## src/sv/afs_pkg.sv

```systemverilog
// ----------------------------------------------------------------------------
// afs_pkg
// Shared constants, angle table and stage tags for the arrival steering block.
// ----------------------------------------------------------------------------
package afs_pkg;

  localparam int MAG_W   = 16;
  localparam int HEAD_W  = 16;
  localparam int ANGLE_W = 32;
  localparam int CFG_W   = 24;
  localparam int RAD_W   = 24;
  localparam int DEN_W   = 32;
  localparam int NUM_W   = 48;
  localparam int FORCE_W = 17;

  // 1/K of the CORDIC gain, Q0.24
  localparam logic [23:0]        INV_GAIN   = 24'd10188014;
  localparam logic signed [24:0] INV_GAIN_S = 25'sd10188014;

  typedef logic [1:0] cfg_index_t;
  localparam cfg_index_t REG_MAX_SPEED = 2'd0;
  localparam cfg_index_t REG_MIN_SPEED = 2'd1;
  localparam cfg_index_t REG_RADIUS    = 2'd2;

  // tag that rides along the magnitude divider
  typedef struct packed {
    logic              valid;
    logic              near;
    logic              zero;
    logic [HEAD_W-1:0] heading;
  } div_tag_t;

  // tag that rides along the rotation CORDIC
  typedef struct packed {
    logic              valid;
    logic              near;
    logic [MAG_W-1:0]  mag;
    logic [HEAD_W-1:0] heading;
  } rot_tag_t;

  // arctan(2^-s) in units of 2^-32 turn
  function automatic logic [ANGLE_W-1:0] atan_entry(input int unsigned s);
    logic [ANGLE_W-1:0] v;
    unique case (s)
      0:  v = 32'h20000000;
      1:  v = 32'h12E4051E;
      2:  v = 32'h09FB385B;
      3:  v = 32'h051111D4;
      4:  v = 32'h028B0D43;
      5:  v = 32'h0145D7E1;
      6:  v = 32'h00A2F61E;
      7:  v = 32'h00517C55;
      8:  v = 32'h0028BE53;
      9:  v = 32'h00145F2F;
      10: v = 32'h000A2F98;
      11: v = 32'h000517CC;
      12: v = 32'h00028BE6;
      13: v = 32'h000145F3;
      14: v = 32'h0000A2FA;
      15: v = 32'h0000517D;
      16: v = 32'h000028BE;
      17: v = 32'h0000145F;
      18: v = 32'h00000A30;
      19: v = 32'h00000518;
      20: v = 32'h0000028C;
      21: v = 32'h00000146;
      22: v = 32'h000000A3;
      23: v = 32'h00000051;
      24: v = 32'h00000029;
      25: v = 32'h00000014;
      26: v = 32'h0000000A;
      27: v = 32'h00000005;
      28: v = 32'h00000003;
      29: v = 32'h00000001;
      30: v = 32'h00000001;
      default: v = 32'h00000000;
    endcase
    return v;
  endfunction

endpackage

```

## src/sv/afs_divide.sv

```systemverilog
// ----------------------------------------------------------------------------
// afs_divide
// Pipelined restoring divider, one quotient bit per stage, for the slowed
// magnitude max_speed * d / radius.
// ----------------------------------------------------------------------------
module afs_divide import afs_pkg::*; (
  input  logic              clk,
  input  logic              rst,
  input  div_tag_t          in_tag,
  input  logic [NUM_W-1:0]  num,
  input  logic [DEN_W-1:0]  den,
  output div_tag_t          out_tag,
  output logic [MAG_W-1:0]  quot
);

  logic [DEN_W-1:0] rem  [0:MAG_W];
  logic [MAG_W-1:0] low  [0:MAG_W];
  logic [MAG_W-1:0] qb   [0:MAG_W];
  logic [DEN_W-1:0] dv   [0:MAG_W];
  div_tag_t         tg   [0:MAG_W];

  // quotient fits in MAG_W bits, so the top of the numerator is already a remainder
  assign rem[0] = num[NUM_W-1:MAG_W];
  assign low[0] = num[MAG_W-1:0];
  assign qb[0]  = '0;
  assign dv[0]  = den;
  assign tg[0]  = in_tag;

  for (genvar k = 0; k < MAG_W; k++) begin : g_step
    logic [DEN_W:0] trial;
    logic           ge;
    assign trial = {rem[k], low[k][MAG_W-1]};
    assign ge    = trial >= {1'b0, dv[k]};
    always_ff @(posedge clk) begin
      if (rst) begin
        tg[k+1].valid <= 1'b0;
      end else begin
        tg[k+1] <= tg[k];
      end
      rem[k+1] <= ge ? DEN_W'(trial - {1'b0, dv[k]}) : trial[DEN_W-1:0];
      low[k+1] <= {low[k][MAG_W-2:0], 1'b0};
      qb[k+1]  <= {qb[k][MAG_W-2:0], ge};
      dv[k+1]  <= dv[k];
    end
  end

  assign out_tag = tg[MAG_W];
  assign quot    = qb[MAG_W];

endmodule

```

## config.mk

```make
export PLATFORM = sky130hd
export DESIGN_NAME = afs_divide
export DESIGN_NICKNAME = d
export VERILOG_FILES = /design/src/sv/afs_pkg.sv /design/src/sv/afs_divide.sv
export SDC_FILE = /design/constraint.sdc
export NUM_CORES = 2
export LEC_CHECK = 0
export ABC_AREA = 1
export BUFFER_PORTS_ARGS = -buffer_cell sky130_fd_sc_hd__buf_4
export CORE_ASPECT_RATIO = 2
export CORE_MARGIN = 2
export CORE_UTILIZATION = 64
export CTS_CLUSTER_SIZE = 12
export DETAILED_ROUTE_END_ITERATION = 8
export GPL_ROUTABILITY_DRIVEN = 0
export PLACE_DENSITY = 0.81
export SETUP_SLACK_MARGIN = 0.5
export SYNTH_ARGS = -nofsm -noshare
export SYNTH_HDL_FRONTEND = slang
export SYNTH_SLANG_ARGS = --single-unit
```

## constraint.sdc

```tcl
create_clock -name clk -period 8.3 [get_ports clk]
set_clock_uncertainty 0.05 [all_clocks]
set_input_delay 0.83 -clock clk [delete_from_list [all_inputs] [get_ports clk]]
set_output_delay 0.83 -clock clk [all_outputs]
set_load 0.02 [all_outputs]
```

==> reports/results.tsv, run 1 <==
metric	value	unit
cell row count	184	
Post-Place Worst Slack	4.392	ns
Total Routing Usage GR	62.21	%
H-tree levels	4	
synthesized area	0.08086	mm²
die width	255.3	µm
IO Count	136	
status	aborted with a tool error	
syn_area_per_cell	6.985	µm²
Post-Syn Instances	11575	
vias in the first global route	88935	
CTS Sinks	1520	
sequential share of the synthesized area	41.20	%
Die Ht	506.7	µm
TritonCTS buffer count	148	
Post-Syn Nets	12203	
# hold bufs at CTS	0	
post_cts resized	0	
Post-CTS Setup Bufs	0	
number of synthesized register bits	1520	
Error	[ERROR GRT-0116] Global routing finished with congestion. Check the congestion regions in the DRC Viewer.	
Initial Util	64.44	%
IO Port Bufs	135	
Synth area leader	dfxtp_1	
clock tree buffer depth	3	
library cells used by synthesis	37	
Post-DP HPWL	233800	µm
Failed at	global routing (5_1_grt)	
Ys Warns	0	
top area cells in the synthesized netlist	dfxtp_1 (31%), nand2_1 (20%), inv_1 (11%), edfxtp_1 (11%), ha_1 (7.9%)	
first-pass GRT wire length	616400	µm
largest net degree at the start of global routing	142	
Synth top area share	30.50	%
global route overflow	2265	
Post-Place Cell Area	0.08289	mm²
Root Driver	clkbuf_16	
cell usage after synthesis, drive strengths merged:
| cell | number |
|---|---|
| inv | 2369 |
| a21oi | 303 |
| nand3 | 955 |
| a21o | 4 |
| nor3 | 127 |
| nand2 | 4396 |
| nand4 | 46 |
| nor3b | 1 |
| ha | 512 |
| o21ai | 36 |
| o21bai | 20 |
| or2 | 6 |
| nor2 | 687 |
| clkbuf | 8 |
| xnor2 | 19 |
| edfxtp | 288 |
| fa | 15 |
| nand3b | 116 |
| xor2 | 193 |
| nor4 | 3 |
| buf | 166 |
| and2 | 72 |
| o211ai | 1 |
| dfxtp | 1232 |
routing by layer:
| layer | GRT overflow | GRT usage, % |
|---|---|---|
| met1 | 17 | 56.12 |
| met2 | 1658 | 86.17 |
| met3 | 25 | 42.38 |
| met4 | 563 | 67.39 |
| met5 | 2 | 20.59 |
metrics by stage:
stage	instances	util, %
after CTS	13457	69.62
after detailed placement	13233	66.06
after global placement	13233	66.06
after floorplan	11575	-
cell families after synthesis:
logic type      synth area share [%]
buf+inv                        12.56
flops                          41.20
xor+xnor                       2.296
fa+ha+maj                      8.294
simple gates                   33.32
compound gates                 2.330
==> run 2: changes to the inputs <==
--- a/config.mk
+++ b/config.mk
@@ -7,14 +7,11 @@
 export LEC_CHECK = 0
 export ABC_AREA = 1
 export BUFFER_PORTS_ARGS = -buffer_cell sky130_fd_sc_hd__buf_4
-export CORE_ASPECT_RATIO = 2
 export CORE_MARGIN = 2
-export CORE_UTILIZATION = 64
-export CTS_CLUSTER_SIZE = 12
+export CORE_UTILIZATION = 40
 export DETAILED_ROUTE_END_ITERATION = 8
 export GPL_ROUTABILITY_DRIVEN = 0
-export PLACE_DENSITY = 0.81
-export SETUP_SLACK_MARGIN = 0.5
+export PLACE_DENSITY_LB_ADDON = 0.15
 export SYNTH_ARGS = -nofsm -noshare
 export SYNTH_HDL_FRONTEND = slang
 export SYNTH_SLANG_ARGS = --single-unit
==> run 2 against run 1 <==
  * The run now ends clean
  * Area after synthesis unchanged
  * Synthesized cell count unchanged
==> reports/results.tsv, run 2 <==
metric	value	unit	change
initial antenna violation count	7		
Post-CTS Setup Bufs	0		unchanged
# hold bufs at CTS	43		was 0
Ys Warns	0		unchanged
post_cts resized	0		unchanged
IO Port Bufs	135		unchanged
cell row count	165		was 184
Post-Syn Instances	11575		unchanged
Initial Util	40.13	%	was 64.44%
crit path time final	3.405	ns	
most frequent cells after synthesis	nand2_1 (4347), inv_1 (2356), dfxtp_1 (1232)		unchanged
critical path startpoint category	flop		
clock tree buffer depth	3		unchanged
Post-Syn Nets	12203		unchanged
CP Cell Sequence	inv_1 -> ha_1 -> nand2_1 -> nor2_1 -> nand3_1 -> nor2_1 -> nand3_1 -> nand3_1 -> nor2_4 -> nand2_4 -> nand2_1 -> nand2_1		
TritonCTS buffer count	170		was 148
most frequent cells in the layout	nand2_1 (4347), inv_1 (2355), dfxtp_1 (1232)		
library cells used by synthesis	37		unchanged
Total Routing Usage GR	23.33	%	
ys async rst share	0	%	unchanged
largest net degree at the start of global routing	186		
Max VDD drop	248.1	µV	
vias in the first global route	64929		
synthesized area	0.08086	mm²	unchanged
Root Driver	clkbuf_16		unchanged
most common cell in the netlist	nand2_1		unchanged
Die Ht	453.6	µm	was 506.7 µm
Sw Ratio	45.94	%	
sequential power share	29.6	%	
Hold Path Class	in2reg		
number of synthesized register bits	1520		unchanged
drt total wl	243200	µm	
H-tree levels	4		unchanged
combinational share of power	48.9	%	
power per cell area	401.2	mW/mm²	
initial DRC count	7028		
Layout area overhead	11.83	%	
Synth top area share	30.50	%	unchanged
Design Area, Final	0.09042	mm²	
Via Count	69733		
max reg flops	495		
# fillers	20560		
max incr delay on CP	0.61	ns	
Required @ worst endpoint	9.00	ns	
IO Count	136		unchanged
internal power	19.61	mW	
first-pass GRT wire length	373700	µm	
die width	453.6	µm	was 255.3 µm
Post-Place Cell Area	0.08410	mm²	was 0.08289 mm²
Setup crit end kind	flop		
fmax	293.7	MHz	
Fin. Hold Viols	0		
DR WL/cell	16.68	µm	
first-pass iteration count of the detailed router	6		
Post-synth EDFFs	288		unchanged
layout cells sized above 1	5.192	%	
Primary FF master, synth	dfxtp_1		unchanged
number of max-cap violations	0		
top area cells in the synthesized netlist	dfxtp_1 (31%), nand2_1 (20%), inv_1 (11%), edfxtp_1 (11%), ha_1 (7.9%)		unchanged
Slew @ Worst Pin	1.061	ns	
leakage	50.03	nW	
unrepaired setup endpoints after global routing	no		
largest fanout on the critical path	33		
Synth area leader	dfxtp_1		unchanged
Reg clk slew, reported paths	0.06	ns	
global route overflow	0		
Setup TNS Final	0	ns	
relative slew slack	28.58	%	
Worst Path Class, Setup	reg2reg		
final net count	12393		
CTS Sinks	1520		unchanged
status	finished, final reports clean		was aborted with a tool error
syn_area_per_cell	6.985	µm²	unchanged
detailed-route DRC error count	0		
CTS tree	yes		
die area	0.2058	mm²	
most common cell after layout, fill and taps aside	nand2_1		
sequential share of the synthesized area	41.20	%	unchanged
max-slew violation count	0		
P_sw	16.67	mW	
period utilization	41.02	%	
routed vias/inst	4.784		
Arr. time, crit path	4.10	ns	
final setup violation count	0		
total core area	0.2015	mm²	
Post-DP HPWL	196600	µm	was 233800 µm
number of antenna-violating nets in the routed design	0		
Clock power frac	21.5	%	
Worst-Skew Late Latency	0.85	ns	
Slowest cell on crit path	nor2_1		
==> run 2: routing by layer <==
layer	global-route usage (%)	share of wire, %	vias to the layer above
met3	3.724	7.4	380
li1	-	-	35486
met5	0	0	-
met4	7.496	3.0	0
met2	35.47	42	2377
met1	33.58	47	31490
==> run 2: kinds of logic after synthesis <==
group	after synthesis	share of synthesized area, %
AOI/OAI and AO/OA	364	2.330
xor gates and xnor gates	212	2.296
adders and majority gates	527	8.294
buffers and inverters	2543	12.56
DFF	1520	41.20
and+or+nand+nor	6409	33.32
==> run 2: path summary, 6_finish.rpt <==
kind                         start                           end  slack (ns)  cells past startpoint
setup / recovery   dv[219]$_DFF_P_  g_step[11].trial[22]$_DFF_P_        4.90                     12
hold / removal              den[9]               dv[489]$_DFF_P_        0.07                      1
setup reg to reg   dv[219]$_DFF_P_  g_step[11].trial[22]$_DFF_P_        4.90                     12
hold reg to reg   low[198]$_DFF_P_              low[183]$_DFF_P_        0.26                      0
==> run 2: worst max-delay path, delay by kind of cell (launching register included) <==
family                     cells  cell delay (ns)
buffers and inverters          1             0.07
adders and majority gates      1             0.40
DFF                            1             0.43
and+or+nand+nor               10             2.36
==> run 2: layout make-up <==
type,instances,area [µm²],share of cell area [%]
flip-flops and latches,1520,33310,36.84
inverters,2369,8900,9.843
clock inverters,100,1318,1.457
repair buffers,192,1562,1.727
well taps,2672,3343,3.698
multi-input cells,7512,37410,41.38
clock buffers,209,4568,5.052
diodes,2,5.005,0.005535
==> run 2: power by group through the flow <==
stage	registers, mW	clock network (mW)	logic, mW
after floorplan	10.1	0	13.1
after global placement	10.9	0	17.2
after detailed placement	10.9	0	17.3
after CTS	10.7	8.04	17.5
after global routing	10.9	8.35	20.0
final	10.7	7.81	17.7
==> run 2: metrics by stage <==
step                total power, mW  util [%]  hold WS (ns)  worst slack [ns]  std cells
floorplan                     23.19         -        0.2596            0.8663      11575
detailed placement            28.22     41.74        0.2621             4.983      14222
finish                        36.28     44.87       0.06875             4.895      14576
CTS                           36.23     44.87    0.00008682             5.063      14574
global placement              28.09     41.74        0.2596             4.963      14222
global route                  39.20     44.87       0.02658             4.735      14574
Note: power is estimated with default switching activity, not from simulation.
